**src/sv/glg_pkg.sv**
```systemverilog
// Shared constants and types of the grid locator encoder.
package glg_pkg;

  localparam int LatW = 20;
  localparam int LonW = 21;

  localparam int QuarterTurnAs = 324000;
  localparam int HalfTurnAs    = 648000;
  localparam int FullTurnAs    = 1296000;

  localparam int LatFieldAs  = 36000;
  localparam int LatSquareAs = 3600;
  localparam int LatSubAs    = 150;
  localparam int LonFieldAs  = 72000;
  localparam int LonSquareAs = 7200;
  localparam int LonSubAs    = 300;

  localparam int NumFields  = 18;
  localparam int NumSquares = 10;
  localparam int NumSubs    = 24;

  localparam int AsciiUpperA = 65;
  localparam int AsciiZero   = 48;
  localparam int AsciiLowerA = 97;

  typedef struct packed {
    logic            err;
    logic [LatW-1:0] lat_n;
    logic [LonW-1:0] lon_n;
  } norm_t;

endpackage

```
**src/sv/glg_norm.sv**
```systemverilog
// Coordinate normalization: latitude offset and range check, longitude wrap.
module glg_norm import glg_pkg::*; (
  input  logic signed [LatW-1:0] lat_i,
  input  logic signed [LonW-1:0] lon_i,
  output norm_t                  norm_o
);

  logic signed [LatW:0]   lat_s;
  logic signed [LonW+1:0] lon_s;
  logic signed [LonW+1:0] lon_w;

  always_comb begin
    lat_s = (LatW+1)'(lat_i) + (LatW+1)'(QuarterTurnAs);
    lon_s = (LonW+2)'(lon_i) + (LonW+2)'(HalfTurnAs);
    if (lon_s < 0) begin
      lon_w = lon_s + (LonW+2)'(FullTurnAs);
    end else if (lon_s >= (LonW+2)'(FullTurnAs)) begin
      lon_w = lon_s - (LonW+2)'(FullTurnAs);
    end else begin
      lon_w = lon_s;
    end
    norm_o.err   = (lat_s < 0) || (lat_s > (LatW+1)'(2 * QuarterTurnAs));
    norm_o.lat_n = (lat_s == (LatW+1)'(2 * QuarterTurnAs)) ?
                   LatW'(2 * QuarterTurnAs - 1) : lat_s[LatW-1:0];
    norm_o.lon_n = lon_w[LonW-1:0];
  end

endmodule

```
**src/sv/glg_cdiv.sv**
```systemverilog
// Division of a bounded value by a constant through parallel threshold compares.
module glg_cdiv #(
  parameter int unsigned XW  = 20,
  parameter int unsigned DIV = 36000,
  parameter int unsigned NQ  = 18
) (
  input  logic [XW-1:0]         x_i,
  output logic [$clog2(NQ)-1:0] q_o,
  output logic [XW-1:0]         r_o
);

  always_comb begin
    q_o = '0;
    for (int unsigned k = 1; k < NQ; k++) begin
      if (x_i >= XW'(k * DIV)) begin
        q_o = ($clog2(NQ))'(k);
      end
    end
    r_o = x_i - XW'(32'(q_o) * DIV);
  end

endmodule

```
**src/sv/latlon_to_grid_locator.sv**
```systemverilog
// Top level: five-stage pipeline encoding a coordinate pair into a 6-char grid locator.
//
//   channel  dir  tdata fields (low bit up)                      tuser
//   s_axis   in   lat_arcsec[19:0] lon_arcsec[40:20] pad to 48   -
//   m_axis   out  lon_field, lat_field, square_lon, square_lat,  range_error
//                 sub_lon, sub_lat, centre_lat, centre_lon (88)
//
// One request per cycle unless the output stalls; each request passes the stage chain in order:
// normalize, field, square, subsquare, pack.
// Reset clears the stage valid bits only.
// A stage takes a new request whenever it is empty or its successor advances,
// so bubbles close up while the output waits.
module latlon_to_grid_locator import glg_pkg::*; (
  input  logic        clk_i,
  input  logic        rst_ni,
  input  logic        s_axis_tvalid,
  output logic        s_axis_tready,
  input  logic [47:0] s_axis_tdata,   // lat_arcsec, lon_arcsec
  output logic        m_axis_tvalid,
  input  logic        m_axis_tready,
  output logic [87:0] m_axis_tdata,   // lon_field_letter, lat_field_letter,
                                      // square_lon_digit, square_lat_digit,
                                      // sub_lon_letter, sub_lat_letter,
                                      // centre_lat_arcsec, centre_lon_arcsec
  output logic [0:0]  m_axis_tuser    // range_error
);

  typedef struct packed {
    norm_t       n;
    logic [4:0]  flat;
    logic [4:0]  flon;
    logic [15:0] rlat;
    logic [16:0] rlon;
  } st2_t;

  typedef struct packed {
    norm_t       n;
    logic [4:0]  flat;
    logic [4:0]  flon;
    logic [3:0]  slat;
    logic [3:0]  slon;
    logic [11:0] rlat;
    logic [12:0] rlon;
  } st3_t;

  typedef struct packed {
    norm_t       n;
    logic [4:0]  flat;
    logic [4:0]  flon;
    logic [3:0]  slat;
    logic [3:0]  slon;
    logic [4:0]  sslat;
    logic [4:0]  sslon;
    logic [7:0]  rlat;
    logic [8:0]  rlon;
  } st4_t;

  typedef struct packed {
    logic            err;
    logic [LonW-1:0] centre_lon;
    logic [LatW-1:0] centre_lat;
    logic [6:0]      sub_lat;
    logic [6:0]      sub_lon;
    logic [5:0]      sq_lat;
    logic [5:0]      sq_lon;
    logic [6:0]      fld_lat;
    logic [6:0]      fld_lon;
  } st5_t;

  logic  v1_q, v2_q, v3_q, v4_q, v5_q;
  logic  en1, en2, en3, en4, en5;
  norm_t norm_d, s1_q;
  st2_t  s2_d, s2_q;
  st3_t  s3_d, s3_q;
  st4_t  s4_d, s4_q;
  st5_t  s5_d, s5_q;

  logic [4:0]      flat2_w;
  logic [4:0]      flon2_w;
  logic [3:0]      slat3_w;
  logic [3:0]      slon3_w;
  logic [4:0]      sslat4_w;
  logic [4:0]      sslon4_w;
  logic [LatW-1:0] rlat2_w;
  logic [LonW-1:0] rlon2_w;
  logic [15:0]     rlat3_w;
  logic [16:0]     rlon3_w;
  logic [11:0]     rlat4_w;
  logic [12:0]     rlon4_w;

  assign en5 = !v5_q || m_axis_tready;
  assign en4 = !v4_q || en5;
  assign en3 = !v3_q || en4;
  assign en2 = !v2_q || en3;
  assign en1 = !v1_q || en2;

  assign s_axis_tready = en1;
  assign m_axis_tvalid = v5_q;
  assign m_axis_tuser  = s5_q.err;
  assign m_axis_tdata  = {7'b0, s5_q.centre_lon, s5_q.centre_lat, s5_q.sub_lat,
                          s5_q.sub_lon, s5_q.sq_lat, s5_q.sq_lon, s5_q.fld_lat,
                          s5_q.fld_lon};

  glg_norm u_norm (
    .lat_i  (s_axis_tdata[19:0]),
    .lon_i  (s_axis_tdata[40:20]),
    .norm_o (norm_d)
  );

  glg_cdiv #(.XW(LatW), .DIV(LatFieldAs), .NQ(NumFields)) u_fld_lat (
    .x_i (s1_q.lat_n), .q_o (flat2_w), .r_o (rlat2_w)
  );
  glg_cdiv #(.XW(LonW), .DIV(LonFieldAs), .NQ(NumFields)) u_fld_lon (
    .x_i (s1_q.lon_n), .q_o (flon2_w), .r_o (rlon2_w)
  );

  glg_cdiv #(.XW(16), .DIV(LatSquareAs), .NQ(NumSquares)) u_sq_lat (
    .x_i (s2_q.rlat), .q_o (slat3_w), .r_o (rlat3_w)
  );
  glg_cdiv #(.XW(17), .DIV(LonSquareAs), .NQ(NumSquares)) u_sq_lon (
    .x_i (s2_q.rlon), .q_o (slon3_w), .r_o (rlon3_w)
  );

  glg_cdiv #(.XW(12), .DIV(LatSubAs), .NQ(NumSubs)) u_sub_lat (
    .x_i (s3_q.rlat), .q_o (sslat4_w), .r_o (rlat4_w)
  );
  glg_cdiv #(.XW(13), .DIV(LonSubAs), .NQ(NumSubs)) u_sub_lon (
    .x_i (s3_q.rlon), .q_o (sslon4_w), .r_o (rlon4_w)
  );

  always_comb begin
    s2_d.n    = s1_q;
    s2_d.flat = flat2_w;
    s2_d.flon = flon2_w;
    s2_d.rlat = rlat2_w[15:0];
    s2_d.rlon = rlon2_w[16:0];

    s3_d.n    = s2_q.n;
    s3_d.flat = s2_q.flat;
    s3_d.flon = s2_q.flon;
    s3_d.slat = slat3_w;
    s3_d.slon = slon3_w;
    s3_d.rlat = rlat3_w[11:0];
    s3_d.rlon = rlon3_w[12:0];

    s4_d.n     = s3_q.n;
    s4_d.flat  = s3_q.flat;
    s4_d.flon  = s3_q.flon;
    s4_d.slat  = s3_q.slat;
    s4_d.slon  = s3_q.slon;
    s4_d.sslat = sslat4_w;
    s4_d.sslon = sslon4_w;
    s4_d.rlat  = rlat4_w[7:0];
    s4_d.rlon  = rlon4_w[8:0];
  end

  always_comb begin
    s5_d = '0;
    s5_d.err = s4_q.n.err;
    if (!s4_q.n.err) begin
      s5_d.fld_lon    = 7'(AsciiUpperA) + {2'b0, s4_q.flon};
      s5_d.fld_lat    = 7'(AsciiUpperA) + {2'b0, s4_q.flat};
      s5_d.sq_lon     = 6'(AsciiZero) + {2'b0, s4_q.slon};
      s5_d.sq_lat     = 6'(AsciiZero) + {2'b0, s4_q.slat};
      s5_d.sub_lon    = 7'(AsciiLowerA) + {2'b0, s4_q.sslon};
      s5_d.sub_lat    = 7'(AsciiLowerA) + {2'b0, s4_q.sslat};
      s5_d.centre_lat = s4_q.n.lat_n - {12'b0, s4_q.rlat}
                        + LatW'(LatSubAs / 2 - QuarterTurnAs);
      s5_d.centre_lon = s4_q.n.lon_n - {12'b0, s4_q.rlon}
                        + LonW'(LonSubAs / 2 - HalfTurnAs);
    end
  end

  always_ff @(posedge clk_i or negedge rst_ni) begin
    if (!rst_ni) begin
      v1_q <= 1'b0;
      v2_q <= 1'b0;
      v3_q <= 1'b0;
      v4_q <= 1'b0;
      v5_q <= 1'b0;
    end else begin
      if (en1) v1_q <= s_axis_tvalid;
      if (en2) v2_q <= v1_q;
      if (en3) v3_q <= v2_q;
      if (en4) v4_q <= v3_q;
      if (en5) v5_q <= v4_q;
    end
  end

  always_ff @(posedge clk_i) begin
    if (en1) s1_q <= norm_d;
    if (en2) s2_q <= s2_d;
    if (en3) s3_q <= s3_d;
    if (en4) s4_q <= s4_d;
    if (en5) s5_q <= s5_d;
  end

  a_err_zero: assert property (@(posedge clk_i) disable iff (!rst_ni)
    m_axis_tvalid && m_axis_tuser[0] |-> m_axis_tdata == '0)
    else $error("range error result carries nonzero data");

  a_field_ascii: assert property (@(posedge clk_i) disable iff (!rst_ni)
    m_axis_tvalid && !m_axis_tuser[0] |->
      s5_q.fld_lat >= 7'(AsciiUpperA) && s5_q.fld_lat <= 7'(AsciiUpperA + NumFields - 1) &&
      s5_q.fld_lon >= 7'(AsciiUpperA) && s5_q.fld_lon <= 7'(AsciiUpperA + NumFields - 1))
    else $error("field letter out of range");

  a_sub_ascii: assert property (@(posedge clk_i) disable iff (!rst_ni)
    m_axis_tvalid && !m_axis_tuser[0] |->
      s5_q.sub_lat <= 7'(AsciiLowerA + NumSubs - 1) &&
      s5_q.sub_lon <= 7'(AsciiLowerA + NumSubs - 1))
    else $error("subsquare letter out of range");

  a_full_stall: assert property (@(posedge clk_i) disable iff (!rst_ni)
    !s_axis_tready |-> v1_q && v2_q && v3_q && v4_q && v5_q && !m_axis_tready)
    else $error("input stalled with a free stage");

  a_hold: assert property (@(posedge clk_i) disable iff (!rst_ni)
    v4_q && !en4 |=> v4_q && $stable(s4_q))
    else $error("stalled stage lost its request");

endmodule

```
**config.mk**
```make
export PLATFORM = sky130hd
export DESIGN_NAME = latlon_to_grid_locator
export DESIGN_NICKNAME = d
export VERILOG_FILES = /design/src/sv/glg_pkg.sv /design/src/sv/glg_norm.sv /design/src/sv/glg_cdiv.sv /design/src/sv/latlon_to_grid_locator.sv
export SDC_FILE = /design/constraint.sdc
export NUM_CORES = 1
export LEC_CHECK = 0
export BUFFER_PORTS_ARGS = -buffer_cell sky130_fd_sc_hd__buf_4
export CORE_ASPECT_RATIO = 1.4
export CORE_MARGIN = 1.5
export CORE_UTILIZATION = 30
export CTS_BUF_LIST = sky130_fd_sc_hd__clkbuf_4 sky130_fd_sc_hd__clkbuf_8 sky130_fd_sc_hd__clkbuf_16
export CTS_CLUSTER_DIAMETER = 60
export DETAILED_ROUTE_END_ITERATION = 10
export SKIP_LAST_GASP = 1
export SLEW_MARGIN = 20
export SYNTH_ARGS = -nofsm -noshare
export SYNTH_HDL_FRONTEND = slang
export SYNTH_SLANG_ARGS = --single-unit
```
**constraint.sdc**
```tcl
create_clock -name clk_i -period 6.7 [get_ports clk_i]
set_clock_uncertainty 0.2 [all_clocks]
set_input_delay 0.335 -clock clk_i [delete_from_list [all_inputs] [get_ports clk_i]]
set_output_delay 0.335 -clock clk_i [all_outputs]
set_load 0.02 [all_outputs]
```
==> impl_metrics.json, run 1 <==
{
  "outcome": "complete, no violations",
  "drc": 0,
  "power.leakage_nw": 9.35,
  "n_antenna_cell": 0,
  "grtUsageTotal_pct": 12.9,
  "synth-main-ff-cell": "edfxtp_1",
  "period_needed_ns": 5.99,
  "dieArea_um2": 70900,
  "yosys-top-cells-area": "edfxtp_1, ha_1, xnor2_1",
  "cts_tree": "done",
  "cts_resized": 0,
  "drv_slew": 0,
  "synth-seq-cells": 350,
  "crit_arrival_ns": 6.05,
  "dieWidth_um": 225,
  "worst_pin_slew_ns": 1.02,
  "synth_top_family_by_area": "compound AO/OA/AOI/OAI gates",
  "met1_length_um": 19700,
  "worstSetupStartpoint": "s1_q[35]$_SDFFCE_PP1P_",
  "clk_latency_ns": 0.52,
  "grt_pass1_wl_um": 75500,
  "top_layer": "met4",
  "numCtsBuffers": 35,
  "dr_wl_met2_um": 22600,
  "ys_types": 85,
  "clockBufferDepth": 3,
  "synth_cells": 1905,
  "die_height_um": 314,
  "hpwl_um": 33200,
  "synth_top_area_share_pct": 49.9,
  "drive_gt1_share_pct": 11.8,
  "slew_headroom_pct": 31.8,
  "start_util_pct": 30.2,
  "io_pins": 143,
  "synthSimpleGateAreaFrac_pct": 13.3,
  "antenna_left": 0,
  "grt_max_degree": 81,
  "routedWlPerCell_um": 15.5,
  "synth_warnings": 0,
  "ir_drop_v": 0.000461,
  "fin_setup_tns_ns": 0,
  "rows": 114,
  "nNetsFinal": 2241,
  "synth-edff-count": 345,
  "syn_area_um2": 20800,
  "hold_slack_ns": 0.0498,
  "cts_root_buffer": "clkbuf_16",
  "drt_wl_total_um": 45900,
  "clk_pin_slew_worst_paths_ns": 0.06,
  "final.period_utilization_pct": 89.5,
  "worstPathRequired_ns": 6.76,
  "yosysTopAreaCell": "edfxtp_1",
  "setup_viol": 0,
  "antenna_found_initial": 0,
  "syn_avg_cell_area_um2": 10.9,
  "synth_xor_area_share_pct": 6.11,
  "cap_viol_max_count": 0,
  "synthToLayoutAreaGrowth_pct": 15.6,
  "synth-compound-area-share_pct": 14.9,
  "synthAdderAreaFrac_pct": 10.7,
  "min_from": "m_axis_tready",
  "endpoint_kind": "flop",
  "rsz0062_at_grt": "no",
  "yosysSeqAreaShare_pct": 50.5,
  "grt_overflow": 0,
  "muxShareOfSynthArea_pct": 0.102,
  "hold_path.class": "primary input to flop",
  "cts_htree_levels": 2,
  "vias": 14856,
  "timing.fmax_ghz": 0.167,
  "firstDrtPassIters": 5,
  "numClockSinks": 350,
  "grt_pass1_vias": 14949,
  "via_per_inst": 5.00,
  "gp_congestion": 0.880,
  "synthArstFlopShare_pct": 1.43,
  "drt_first_iter_violations": 868,
  "io_buffers": 127,
  "r2r_start": "s1_q[35]$_SDFFCE_PP1P_",
  "wl_met3_um": 2090,
  "critical_path_class": "flop to flop",
  "core_area_um2": 68800,
  "hold_viol": 0,
  "power_density_nw_per_um2": 598,
  "cp_max_fo": 16,
  "critPathLaunchType": "flop"
}
-- stage by stage --
step,power [mW],worst slack (ns),cells,cell area (um^2),util (%)
after floorplan,10.7,1.50,1912,20800,-
after global placement,12.3,0.884,2881,22600,32.9
after detailed placement,12.5,0.808,2881,22600,32.9
after CTS,14.5,0.764,2968,24000,34.9
after global routing,15.7,0.431,2969,24000,34.9
final,14.4,0.707,2969,24000,34.9
-- power breakdown --
part	total [mW]	switching, mW	internal, mW
Combinational	8.00	4.27	3.73
Clock	1.91	0.798	1.11
Sequential	4.45	0.749	3.71
Total	14.4	5.82	8.54
-- cells by family (layout without fill, tap and decap cells) --
logic type,count (synthesis),after routing
XOR/XNOR,144,144
AND/OR/NAND/NOR,554,554
other,1,8
AO/OA/AOI/OAI,462,462
flip-flops,350,350
adder cells (fa/ha/maj),170,170
buffers and inverters,222,351
multiplexers,2,2
-- flip-flops by register name, summed over array words and instances, names as in the netlist --
name / count
s1_q: 42
v2_q: 1
v4_q: 1
v1_q: 1
m_axis_tuser: 1
m_axis_tdata: 73
s2_q: 73
s4_q: 81
m_axis_tvalid: 1
s3_q: 75
v3_q: 1
-- layer usage --
metal,global-route usage [%],up-vias
met4,5.19,0
met2,22.8,417
met5,0,-
met3,1.73,97
met1,15.7,7079
li1,-,7263
-- synthesized netlist by cell type, types with 14 or more instances --
cell / count
clkbuf_1: 76
fa_1: 14
a211oi_1: 23
edfxtp_1: 345
buf_4: 15
o21a_1: 16
nor4_1: 21
and2_1: 16
a21o_1: 34
xnor2_1: 85
o21ai_0: 96
a31oi_1: 32
nor2b_1: 38
a21oi_1: 110
nand2b_1: 23
ha_1: 156
nand2_1: 98
nor3_1: 54
or2_2: 21
nand3_1: 52
o31ai_1: 16
xor2_1: 58
inv_1: 124
nor2_1: 161
nand4_1: 17
-- path summary, 6_finish.rpt --
path	end	slack (ns)	cells after the start
setup / recovery	s2_q[31]$_DFFE_PP_	0.71	19
min in group asynchronous	v1_q$_DFFE_PN0P_	0.55	3
setup reg to reg	s2_q[31]$_DFFE_PP_	0.71	19
max in group asynchronous	v3_q$_DFFE_PN0P_	5.54	3
hold / removal	v4_q$_DFFE_PN0P_	0.05	4
hold reg to reg	s3_q[46]$_DFFE_PP_	0.21	0
-- cell type report --
| cell class | count | area (um^2) |
|---|---|---|
| Sequential cell | 350 | 10500 |
| Clock inverter | 16 | 143 |
| Inverter | 124 | 467 |
| Fill cell | 6945 | 44700 |
| Timing Repair Buffer | 168 | 1340 |
| Multi-Input combinational cell | 1340 | 9440 |
| Clock buffer | 43 | 971 |
| Tap cell | 928 | 1160 |
-- layout by cell type (no fill, tap or decap), drive strengths merged, types with 34 or more instances in the layout --
master / instances
ha: 156
clkbuf: 43
xnor2: 86
a21oi: 110
nand3: 53
nor2: 161
nand2: 98
edfxtp: 345
o21ai: 98
inv: 125
buf: 140
nor3: 54
xor2: 58
nor2b: 38
a21o: 34
-- worst max-delay path, stage by stage, from the launching register on --
cell and delay [ns]:
edfxtp_1 0.67, or3_1 0.44, nor4_1 0.30, a2111o_1 0.25, o21bai_1 0.13, a41oi_1 0.13
o31ai_1 0.40, a21oi_1 0.11, or2_2 0.38, ha_1 0.33, ha_1 0.34, a21o_1 0.20
a21oi_1 0.21, o21bai_1 0.09, a21oi_1 0.18, xor2_1 0.09, ha_1 0.32, inv_1 0.10
or4b_2 0.68, o311ai_0 0.17
-- timing repair --
item                      4_1_cts  5_1_grt
hold buffers                   28        0
hold endpoints to repair       31        0
buffers inserted                0        0
Power figures use the tool's default switching activity.
==> run 2, diff against run 1 <==
==> constraint.sdc (replaced) <==
create_clock -name clk_i -period 5.5 [get_ports clk_i]
set_clock_uncertainty 0.2 [all_clocks]
set_input_delay 0.275 -clock clk_i [delete_from_list [all_inputs] [get_ports clk_i]]
set_output_delay 0.275 -clock clk_i [all_outputs]
set_load 0.02 [all_outputs]
==> run 2 against run 1 <==
Net effect: worst hold slack gained 0.0020 ns; design area rose by 3.5%; critical path type unchanged; highest routed layer unchanged; sequential power grew 18%; register-to-register slack worse by 0.47 ns.
==> impl_metrics.json, run 2 (same netlist as run 1, synthesis figures left out) <==
{
  "r2r_start": "s1_q[27]$_SDFFCE_PP0P_",
  "final.period_utilization_pct": 95.8,
  "period_needed_ns": 5.27,
  "worstPathRequired_ns": 5.63,
  "slowest_delay_ns": 0.60,
  "numClockSinks": 350,
  "cts_htree_levels": 2,
  "die_height_um": 314,
  "min_from": "s_axis_tdata[33]",
  "hold_slack_ns": 0.0518,
  "endpoint_kind": "flop",
  "cp_max_fo": 14,
  "drc": 0,
  "layout_common_cells": "edfxtp_1, buf_4, nor2_1, ha_1, inv_1",
  "reg_top3": "s4_q: 81 flops, s3_q: 75 flops",
  "fin_util_pct": 36.1,
  "rows": 114,
  "outcome": "complete, no violations",
  "n_antenna_cell": 0,
  "clk_latency_ns": 0.55,
  "power_density_nw_per_um2": 728,
  "drt_wl_total_um": 46300,
  "power.leakage_nw": 9.82,
  "critPathLaunchType": "flop",
  "crit_chain": "buf_4 -> or2_2 -> o41ai_2 -> a21bo_2 -> o211ai_1 -> a41o_1 -> o31ai_2 -> a21oi_1 -> or2_4 -> fa_1 -> ha_1 -> buf_4 -> xor2_1 -> ha_1 -> a21o_1 -> o21ai_1 -> or4b_2 -> o311ai_0",
  "worst_pin_slew_ns": 1.00,
  "hold_viol": 0,
  "largest_reg_flops": 81,
  "slew_headroom_pct": 33.1,
  "setup_viol": 0,
  "grt_overflow": 0,
  "critical_path_class": "flop to flop",
  "ir_drop_v": 0.000671,
  "timing.fmax_ghz": 0.190,
  "layout_commonest_cell": "edfxtp_1",
  "dieArea_um2": 70900,
  "via_per_inst": 4.94,
  "crit_arrival_ns": 5.40,
  "grt_pass1_wl_um": 75400,
  "firstDrtPassIters": 5,
  "synthToLayoutAreaGrowth_pct": 19.6,
  "grt_pass1_vias": 14882,
  "clockBufferDepth": 3,
  "gp_congestion": 0.879,
  "hold_path.class": "primary input to flop",
  "vias": 15068,
  "grtUsageTotal_pct": 13.0,
  "numCtsBuffers": 36,
  "critPathSlowestCell": "or4b_2",
  "nNetsFinal": 2321,
  "io_buffers": 127,
  "clk_pin_slew_worst_paths_ns": 0.06,
  "drive_gt1_share_pct": 16.0,
  "dieWidth_um": 225,
  "core_area_um2": 68800,
  "cap_viol_max_count": 0,
  "start_util_pct": 30.2,
  "drv_slew": 0,
  "antenna_left": 0,
  "io_pins": 143,
  "worstSetupStartpoint": "s1_q[27]$_SDFFCE_PP0P_",
  "cts_tree": "done",
  "cts_root_buffer": "clkbuf_16",
  "grt_max_degree": 81,
  "hpwl_um": 34300,
  "drt_first_iter_violations": 676,
  "antenna_found_initial": 0,
  "routedWlPerCell_um": 15.1,
  "max_flop_register": "s4_q"
}
==> run 2: cell count changes in the layout (fill, tap and decap cells not counted), sizes merged <==
cell / change
buf: +72
dlygate4sd3: +7
inv: +4
clkbuf: +3
clkinvlp: -3
bufinv: +1
==> run 2: layer usage <==
metal / part of all wire, % / global-route usage (%) / wire (um)
met5: 0 / 0 / 0
met4: 3.7 / 5.81 / 1730
met3: 4.0 / 1.47 / 1830
met2: 49 / 22.8 / 22700
met1: 43 / 15.8 / 20000
==> run 2: repair_timing <==
item / CTS / global route
buffers inserted: 0 / 8
hold buffers: 35 / 0
gates resized for setup: 0 / 25
endpoints found under the hold margin: 36 / 0
endpoints found under the setup margin: 0 / 5
==> run 2: cell type report <==
cell class	count	area, um^2
clock buffer	46	993
clock inverter	18	205
fill	6852	43900
inverter	124	467
multi-input combinational	1340	9540
sequential	350	10500
tap	928	1160
timing repair buffer	247	2000
==> run 2: worst paths after layout <==
check                                            endpoint  slack (ns)  depth (start not counted)
worst min-delay path                   s1_q[13]$_DFFE_PP_        0.05                          3
worst max register to register         s2_q[31]$_DFFE_PP_        0.23                         18
worst min register to register         s4_q[82]$_DFFE_PP_        0.21                          0
min in group asynchronous       m_axis_tvalid$_DFFE_PN0P_        0.48                          3
worst max-delay path                   s2_q[31]$_DFFE_PP_        0.23                         18
max in group asynchronous                v3_q$_DFFE_PN0P_        4.43                          3
==> run 2: report_power, final <==
part           internal, mW  total, mW  leakage, nW  switching (mW)
combinational          4.88       10.4         5.62            5.47
clock                  1.44       2.47        0.600            1.03
sequential             4.51       5.27         3.60           0.754
==> run 2: worst max-delay path: cells and delay by family (launching register included) <==
kind | cells | cell delay [ns]
xor gates and xnor gates | 1 | 0.16
AOI/OAI and AO/OA | 9 | 1.60
DFF | 1 | 0.37
buffers and inverters | 2 | 0.36
adders and majority gates | 3 | 1.16
and+or+nand+nor | 3 | 1.20
==> run 2: stage by stage <==
step | setup TNS (ns) | setup slack [ns] | std cells | instance area (um^2) | total power, mW
6_report | 0 | 0.232 | 3053 | 24800 | 18.1
5_1_grt | -0.0300 | -0.0297 | 3053 | 24800 | 19.8
4_1_cts | 0 | 0.0228 | 3044 | 24700 | 18.2
3_5_place_dp | 0 | 0.0628 | 2945 | 23100 | 15.6
3_3_place_gp | 0 | 0.0629 | 2945 | 23100 | 15.3
2_1_floorplan | 0 | 0.295 | 1912 | 20800 | 13.0
